### src/hw/rtl/kmlr_pkg.sv
// ----------------------------------------------------------------------------
// kmlr_pkg
// Shared types and constants for the keymap layer resolver.
// ----------------------------------------------------------------------------
package kmlr_pkg;

    localparam int KEY_W   = 16;
    localparam int LIDX_W  = 3;
    localparam int MASK_W  = 8;
    localparam int KIND_W  = 2;
    localparam int CFG_A_W = 1;

    typedef enum logic [KIND_W-1:0] {
        K_LAYER_ON  = 2'd0,
        K_LAYER_OFF = 2'd1,
        K_RESOLVE   = 2'd2,
        K_WRITE     = 2'd3
    } t_kind;

    typedef enum logic [CFG_A_W-1:0] {
        CFG_DEFAULT_LAYER = 1'd0,
        CFG_TRANSPARENT   = 1'd1
    } t_cfg_reg;

    typedef enum logic [2:0] {
        WK_IDLE,
        WK_SCAN,
        WK_CHECK,
        WK_FALL,
        WK_FALLCHK
    } t_walk_state;

    // walker result toward the output register
    typedef struct packed {
        logic              done;
        logic [KEY_W-1:0]  keycode;
        logic [LIDX_W-1:0] source;
    } t_walk_res;

endpackage

### src/hw/rtl/kmlr_walk.sv
// ----------------------------------------------------------------------------
// kmlr_walk
// Layer walk sequencer: steps from the top layer down, one keymap read and
// one transparent-code compare per active layer, then the fallback read.
// ----------------------------------------------------------------------------
module kmlr_walk
    import kmlr_pkg::*;
#(
    parameter int LAYERS = 8,
    parameter int LW     = 3,
    parameter int RW     = 3,
    parameter int CW     = 4
) (
    input  logic              i_clk,
    input  logic              i_rst_n,
    input  logic              i_start,
    input  logic [RW-1:0]     i_row,
    input  logic [CW-1:0]     i_col,
    input  logic [MASK_W-1:0] i_mask,
    input  logic [LIDX_W-1:0] i_dflt,
    input  logic [KEY_W-1:0]  i_tc,
    output logic              o_busy,
    output logic              o_rd_en,
    output logic [LW+RW+CW-1:0] o_rd_addr,
    input  logic [KEY_W-1:0]  i_rd_data,
    output t_walk_res         o_res
);

    t_walk_state r_state, n_state;
    logic [LW-1:0]     r_idx, n_idx;
    logic [RW-1:0]     r_row;
    logic [CW-1:0]     r_col;
    logic [MASK_W-1:0] r_mask;
    logic [LIDX_W-1:0] r_dflt;
    logic [KEY_W-1:0]  r_tc;
    logic              w_active;
    logic              w_dflt_ok;

    always_ff @(posedge i_clk) begin
        if (!i_rst_n) begin
            r_state <= WK_IDLE;
        end else begin
            r_state <= n_state;
        end
    end

    always_ff @(posedge i_clk) begin
        r_idx <= n_idx;
        if (i_start) begin
            r_row  <= i_row;
            r_col  <= i_col;
            r_mask <= i_mask;
            r_dflt <= i_dflt;
            r_tc   <= i_tc;
        end
    end

    // default layer counts as active even with its mask bit clear
    assign w_active  = r_mask[LIDX_W'(r_idx)] || (LIDX_W'(r_idx) == r_dflt);
    assign w_dflt_ok = ({1'b0, r_dflt} < (LIDX_W+1)'(LAYERS));
    assign o_busy    = (r_state != WK_IDLE);

    always_comb begin
        n_state   = r_state;
        n_idx     = r_idx;
        o_rd_en   = 1'b0;
        o_rd_addr = {r_idx, r_row, r_col};
        o_res     = '0;
        unique case (r_state)
            WK_IDLE: begin
                if (i_start) begin
                    n_state = WK_SCAN;
                    n_idx   = LW'(LAYERS - 1);
                end
            end
            WK_SCAN: begin
                if (w_active) begin
                    o_rd_en = 1'b1;
                    n_state = WK_CHECK;
                end else if (r_idx == '0) begin
                    n_state = WK_FALL;
                end else begin
                    n_idx = r_idx - 1'b1;
                end
            end
            WK_CHECK: begin
                if (i_rd_data != r_tc) begin
                    o_res.done    = 1'b1;
                    o_res.keycode = i_rd_data;
                    o_res.source  = LIDX_W'(r_idx);
                    n_state       = WK_IDLE;
                end else if (r_idx == '0) begin
                    n_state = WK_FALL;
                end else begin
                    n_idx   = r_idx - 1'b1;
                    n_state = WK_SCAN;
                end
            end
            WK_FALL: begin
                if (w_dflt_ok) begin
                    o_rd_en   = 1'b1;
                    o_rd_addr = {LW'(r_dflt), r_row, r_col};
                    n_state   = WK_FALLCHK;
                end else begin
                    // default layer beyond the store: keycode zero
                    o_res.done   = 1'b1;
                    o_res.source = r_dflt;
                    n_state      = WK_IDLE;
                end
            end
            WK_FALLCHK: begin
                o_res.done    = 1'b1;
                o_res.keycode = i_rd_data;
                o_res.source  = r_dflt;
                n_state       = WK_IDLE;
            end
            default: begin
                n_state = WK_IDLE;
            end
        endcase
    end

    a_start_idle: assert property (@(posedge i_clk) disable iff (!i_rst_n)
        i_start |-> (r_state == WK_IDLE))
        else $error("walk started while busy");

    a_check_after_scan: assert property (@(posedge i_clk) disable iff (!i_rst_n)
        (r_state == WK_CHECK) |-> ($past(r_state) == WK_SCAN))
        else $error("compare without a preceding keymap read");

    a_done_to_idle: assert property (@(posedge i_clk) disable iff (!i_rst_n)
        o_res.done |=> (r_state == WK_IDLE))
        else $error("walk did not return to idle after result");

endmodule

### config.mk
export PLATFORM = sky130hd
export DESIGN_NAME = kmlr_walk
export DESIGN_NICKNAME = d
export VERILOG_FILES = /design/src/hw/rtl/kmlr_pkg.sv /design/src/hw/rtl/kmlr_walk.sv
export SDC_FILE = /design/constraint.sdc
export NUM_CORES = 1
export LEC_CHECK = 0
export BUFFER_PORTS_ARGS = -buffer_cell sky130_fd_sc_hd__buf_4
export CAP_MARGIN = 10
export CELL_PAD_IN_SITES_DETAIL_PLACEMENT = 0
export CELL_PAD_IN_SITES_GLOBAL_PLACEMENT = 1
export CORE_MARGIN = 2
export CORE_UTILIZATION = 37
export CTS_BUF_LIST = sky130_fd_sc_hd__clkbuf_2
export CTS_CLUSTER_SIZE = 10
export DETAILED_ROUTE_END_ITERATION = 10
export PLACE_DENSITY = 0.88
export SLEW_MARGIN = 5
export SYNTH_ARGS = -nofsm -noshare
export SYNTH_HDL_FRONTEND = slang
export SYNTH_SLANG_ARGS = --single-unit
### constraint.sdc
create_clock -name i_clk -period 2.4 [get_ports i_clk]
set_clock_uncertainty 0.05 [all_clocks]
set_input_delay 0.12 -clock i_clk [delete_from_list [all_inputs] [get_ports i_clk]]
set_output_delay 0.12 -clock i_clk [all_outputs]
set_load 0.05 [all_outputs]
==> results.md, run 1 <==
* CTS max path bufs at 2
* Chip height at between 70 and 80 um
* Pins Over Slew Limit at 0
* Critical path, cell by cell: mux2_4 -> mux4_2 -> nor3_4 -> nor3_2 -> buf_6
* Diode count at 0
* Failing checks: setup timing
* Area grow syn2layout at 73.1%
* Core area at ~5000 um2
* Max rail drop VDD at about 0.33 mV
* Dpl hpwl at approximately 3000 um
* Post-synth top area cell: edfxtp_1
* Status: finished, violations left
* H-tree depth at 2
* CP peak stage delay at 0.57 ns
* Setup Viol. Count Final at 1
* Core Rows at 26
* GP Congestion at between 0.7 and 0.8
* Vias per cell at 4.61
* Total Routed Length at 4960 um
* Total global-route track usage at 17.2%
* DIE WIDTH at ~76 um
* # IOs at 85
* RSZ-0062 raised after global routing: yes
* Delay-heaviest family, CP: multiplexers
* Power Dens Cells at 550 nW/um2
* Clock slew at reported path FFs at approximately 0.2 ns
* Cells after Synth at 141
* Top cell type's share of synthesized area at 58.6%
* Final worst slack at -0.0323 ns
* Total Neg Setup Slack at -0.0323 ns
* Sequential-to-total area share from yosys stat at roughly three fifths
* CP Class: flop to output pin
* CP max stage cell: edfxtp_1
* Measured slew at the worst slew-check pin at slightly above 0.5 ns
* Starting density of the core at 37.8%
* Register area at ~1200 um2
* Final Cycle Share at 101%
* Synthesized flop and latch total at 40
* Synthesized cell area at 1900 um2
* Number of flops mapped to enable cells by yosys at 37
* PortBufs at 84
* Number of buffers created by CTS at 5
* Leak at between 1 and 1.5 nW
* CTS tree: yes
* WL/cell at between 10 and 15 um
* Drt first pass iters at 4
* Clock Latency Late Sink at 0.40 ns
* CP Max Fanout at 6
* Fmax at roughly 400 MHz
* Clock root buffer: clkbuf_2
* Initial antenna violation count at 0
* Clock Sinks at 40
* Crit path time final at 2.43 ns
* Largest net degree at the start of global routing at 37
* Syn_nets at 196
* Slew HR at 66.1%
* Main synth FF type: edfxtp_1
* Syn avg cell area at 13.4 um2
* FILL cells at 379
* WP data required at 2.23 ns
* Syn. warnings at 0
* Max Cap Viol at 0
* Synth cell types at 35
* CP Buf/Inv Count at 1
* Hold Path Class: input pin to flop
* Global-route wire length before repair at 7060 um
* Kind of end point of the critical path: output pin
* Crit path launch type: flop
* Die ar. at 5710 um2
* Placed cell count at around 290
* Final Hold Fails at 0
* Layout Cells excl Fill at 340
* DR vias at 1569
* Ratio of cells with drive above 1 in the final layout at slightly below 50%
* Antenna Violating Nets Remaining at 0
* Critical Path AT at 2.26 ns
* Nets@finish at 324
* Ranking of synthesized cells by area: edfxtp_1 59%, xor2_1 8.8%, and2_1 5.3%, dfxtp_1 3.2%, mux2_4 2.4%
* Synth async-reset ratio at 0%
* Vias in the first global route at 1571
* Multi-input logic area at roughly 770 um2
* Global route overflow at 0
* DR DRC count at 0
* Iteration-0 DRC Markers at between 70 and 80
-- cell families after synthesis --
group | synth area share [%]
flip-flops | 61.8
multiplexers | 6.47
buffers and inverters | 2.24
AND/OR/NAND/NOR | 13.4
AO/OA/AOI/OAI | 5.55
adder cells (fa/ha/maj) | 1.32
XOR/XNOR | 9.24
-- metal layers --
layer	track usage (%)	vias to the layer above	routed length (um)
met1	16.4	737	1750
met5	0	-	0
li1	-	767	-
met3	5.03	5	312
met2	34.9	60	2840
met4	5.26	0	60
-- sequential cells by signal, summed over array words and instances, names as in the netlist --
name     cells
r_idx        3
r_row        3
r_dflt       3
r_tc        16
r_col        4
r_mask       8
r_state      3
-- per-stage QoR --
stage	hold WS, ns	total power [mW]	utilization [%]	area, um2	setup slack (ns)
6_report	0.0437	1.81	65.5	3280	-0.0323
5_1_grt	0.0187	1.89	65.5	3280	-0.137
4_1_cts	0.0349	1.77	61.6	3090	-0.0448
3_5_place_dp	0.249	1.30	51.7	2590	0.0753
3_3_place_gp	0.248	1.29	51.7	2590	0.113
2_1_floorplan	0.169	1.14	-	1900	0.185
-- Yosys cell counts, types with 2 or more instances --
master     n
nand2_1    8
nor2_1     8
inv_1      5
dfxtp_1    3
and2_1    16
xor2_1    19
mux2_4     3
nor3_1     3
mux2_2     3
nor4_1     4
clkbuf_1   2
ha_1       2
a32oi_1    3
edfxtp_1  37
nand3_1    2
o21ai_0    2
a21oi_1    2
a31oi_1    2
-- final cells by class --
type                    count  area share [%]
flip-flops and latches     40            35.7
clock inverters             3            1.30
repair buffers            125            35.4
clock buffers               5           0.763
inverters                   5           0.572
multi-input cells          92            23.6
well taps                  70            2.67
-- report_power, final --
part	switching (mW)	internal [mW]
Combinational	0.281	0.259
Sequential	0.0394	0.825
Clock	0.228	0.174
-- layout by cell type, fill, tap and decap left out, types with 2 or more instances in the layout --
cell type / n
a31oi_1: 2
clkbuf_2: 5
o21ai_0: 2
nor3_1: 2
dlygate4sd3_1: 34
a32oi_1: 3
buf_8: 14
mux2_4: 4
ha_1: 2
buf_4: 68
nand2_1: 8
xor2_1: 19
and2_4: 16
a21oi_1: 2
dfxtp_1: 3
nor4_2: 4
edfxtp_1: 37
nand3_1: 2
inv_1: 5
buf_6: 9
nor2_1: 8
mux2_2: 3
-- path summary, 6_finish.rpt --
path | startpoint | endpoint | slack, ns | cells past startpoint
worst min-delay path | i_rst_n | r_state[1] | 0.04 | 3
worst min register to register | r_state[0] | r_state[0] | 0.59 | 2
worst max-delay path | r_idx[0] | o_rd_en | -0.03 | 5
worst max register to register | r_idx[0] | r_idx[1] | 0.13 | 5
-- worst min-delay path, delay by kind of cell --
family,cells,cell delay (ns)
compound gates,1,0.11
simple gates,1,0.15
buf+inv,1,0.10
-- timing repair --
action / 4_1_cts / 5_1_grt
cloned: 0 / 1
resized for setup: 11 / 52
endpoints found under the setup margin: 21 / 21
pin swaps: 7 / 26
hold buffers: 34 / 0
endpoints found under the hold margin: 34 / 0
buffers inserted: 4 / 2
Power figures use the tool's default switching activity.
==> run 2: changes to the inputs <==
CELL_PAD_IN_SITES_DETAIL_PLACEMENT = 1   (was 0)
==> run 2 against run 1 <==
The flow still finishes with violations (setup timing). Count of clock-buffer cells in the layout increased by 1. Power grew 3.3%. Hold slack gained 0.038 ns. First-iteration DRC count is 86% higher. Sequential cell count unchanged. Design area is 0.69% lower. Via count rose by 11%.
==> results.md, run 2 (synthesis gave the netlist of run 1 again) <==
* Number of flip-flops in the largest register at 16 (unchanged)
* CP Class: flop to output pin (unchanged)
* Total global-route track usage at 24.4% (was 17.2%)
* CTS tree: yes (unchanged)
* CP Max Fanout at 8 (was 6)
* Total Routed Length at 7500 um (was 4960 um)
* DR vias at 1741 (was 1569)
* H-tree depth at 2 (unchanged)
* DIE WIDTH at 75.6 um (unchanged)
* Slew HR at 63.5% (was 66.1%)
* PortBufs at 84 (unchanged)
* Max Cap Viol at 0 (unchanged)
* Post-layout util at 65.0% (was 65.5%)
* Global route overflow at 0 (unchanged)
* Measured slew at the worst slew-check pin at 0.544 ns (was 0.505 ns)
* Clock Sinks at 40 (unchanged)
* Final worst slack at -0.0796 ns (was -0.0323 ns)
* Drt first pass iters at 4 (unchanged)
* Final Hold Fails at 0 (unchanged)
* Clock root buffer: clkbuf_2 (unchanged)
* Hold path start: i_rst_n (unchanged)
* Setup Viol. Count Final at 20 (was 1)
* Largest registers: r_tc (16), r_mask (8), r_col (4) (unchanged)
* Net Sw Frac at 32.1% (was 30.3%)
* Flop pwr share at 47.0% (was 47.9%)
* Status: finished, violations left (unchanged)
* Chip height at 75.6 um (unchanged)
* Antenna Violating Nets Remaining at 0 (unchanged)
* Failing checks: setup timing (unchanged)
* Final Cycle Share at 103% (was 101%)
* Clock slew at reported path FFs at 0.21 ns (was 0.20 ns)
* WP data required at 2.23 ns (about the same)
* Most frequent cells in the layout: 77 x buf_4, 37 x edfxtp_1, 34 x dlygate4sd3_1 (was 68 x buf_4, 37 x edfxtp_1, 34 x dlygate4sd3_1)
* Largest register by flop count: r_tc (unchanged)
* Reg2reg start: r_idx[0] (unchanged)
* Worst setup path startpoint: r_tc[5] (was r_idx[0])
* Dpl hpwl at 3770 um (was 2990 um)
* Ratio of cells with drive above 1 in the final layout at 47.6% (was 48.9%)
* Core area at 5010 um2 (unchanged)
* Starting density of the core at 37.8% (unchanged)
* WL/cell at 21.9 um (was 14.6 um)
* Largest net degree at the start of global routing at 37 (unchanged)
* Nets@finish at 327 (was 324)
* Vias in the first global route at 1830 (was 1571)
* GP Congestion at 0.768 (unchanged)
* Pins Over Slew Limit at 0 (unchanged)
* Fmax at 403 MHz (was 411 MHz)
* Kind of end point of the critical path: output pin (unchanged)
* CTS max path bufs at 2 (unchanged)
* RSZ-0062 raised after global routing: yes (unchanged)
* Initial antenna violation count at 0 (unchanged)
* Post-DP Area at 2590 um2 (unchanged)
* Max rail drop VDD at 0.393 mV (was 0.332 mV)
* Clock Latency Late Sink at 0.39 ns (was 0.40 ns)
* P_sw at 0.599 mW (was 0.548 mW)
* Final Cell Area at 3260 um2 (was 3280 um2)
* Leak at 1.38 nW (about the same)
* Int Power at 1.27 mW (was 1.26 mW)
* # IOs at 85 (unchanged)
* Vias per cell at 5.08 (was 4.61)
* DR DRC count at 0 (unchanged)
* Number of buffers created by CTS at 5 (unchanged)
* FILL cells at 524 (was 379)
* Diode count at 0 (unchanged)
* Global-route wire length before repair at 9730 um (was 7060 um)
* Hold Path Class: input pin to flop (unchanged)
* Crit path time final at 2.48 ns (was 2.43 ns)
* Core Rows at 26 (unchanged)
* Logic pwr share at 30.8% (was 29.9%)
* Critical Path AT at 2.31 ns (was 2.26 ns)
* Area grow syn2layout at 71.9% (was 73.1%)
* Crit path launch type: flop (unchanged)
* Die ar. at 5710 um2 (unchanged)
* Clk network pwr share at 22.3% (was 22.2%)
* Power Dens Cells at 572 nW/um2 (was 550 nW/um2)
* Iteration-0 DRC Markers at 136 (was 73)
* Most common cell after layout, fill and taps aside: buf_4 (unchanged)
-- run 2: cell count changes in the layout (fill, tap and decap cells not counted), sizes merged --
| cell | before | now |
|---|---|---|
| buf | 91 | 93 |
| clkbuf | 5 | 6 |
| clkinvlp | 1 | 0 |
| o31ai | 2 | 3 |
-- run 2: repair_timing --
action | CTS | global route
buffers inserted | 4 | 6
endpoints found under the setup margin | 23 | 24
endpoints found under the hold margin | 34 | 0
pin swaps | 3 | 22
hold buffers | 34 | 0
gates resized for setup | 10 | 36
gates cloned | 1 | 0
-- run 2: stage by stage --
stage | cells | setup WS, ns | total power, mW | hold slack, ns | setup TNS, ns
floorplan | 141 | 0.185 | 1.14 | 0.169 | 0
global placement | 291 | 0.113 | 1.29 | 0.248 | 0
detailed placement | 291 | 0.00824 | 1.31 | 0.249 | 0
CTS | 338 | -0.0294 | 1.79 | 0.0440 | -0.0294
global route | 343 | -0.225 | 1.93 | 0.0314 | -3.57
finish | 343 | -0.0796 | 1.86 | 0.0813 | -1.18
-- run 2: path summary, 6_finish.rpt --
path              depth (start not counted)          to  slack [ns]
hold / removal                            3  r_state[1]        0.08
setup / recovery                          6   o_res[13]       -0.08
setup reg to reg                          5    r_idx[2]        0.12
hold reg to reg                           1  r_state[2]        0.62
-- run 2: final cells by class --
class | instances | area [um2] | area share (%)
Clock inverter | 2 | 35.0 | 1.08
Sequential cell | 40 | 1170 | 35.9
Clock buffer | 6 | 30.0 | 0.922
Tap cell | 70 | 87.6 | 2.69
Multi-Input combinational cell | 93 | 783 | 24.0
Inverter | 5 | 18.8 | 0.576
Timing Repair Buffer | 127 | 1130 | 34.8
-- run 2: worst max-delay path, stage by stage (launching register included) --
cell and delay [ns]:
edfxtp_1 0.48, xor2_1 0.19, nor4_2 0.40, and4_4 0.34
o31ai_2 0.13, and2_1 0.22, buf_4 0.19
-- run 2: power groups by stage --
stage / Combinational, mW / Sequential (mW) / Clock [mW]
3_3_place_gp: 0.412 / 0.881 / 0
2_1_floorplan: 0.244 / 0.895 / 0
6_report: 0.574 / 0.876 / 0.415
3_5_place_dp: 0.429 / 0.885 / 0
5_1_grt: 0.599 / 0.882 / 0.449
4_1_cts: 0.512 / 0.867 / 0.409
-- run 2: routing by layer --
layer	wire, um	part of all wire, %	GRT usage (%)
met5	0	0	0
met4	278	3.7	7.02
met3	369	4.9	5.29
met2	4320	58	49.3
met1	2530	34	24.7
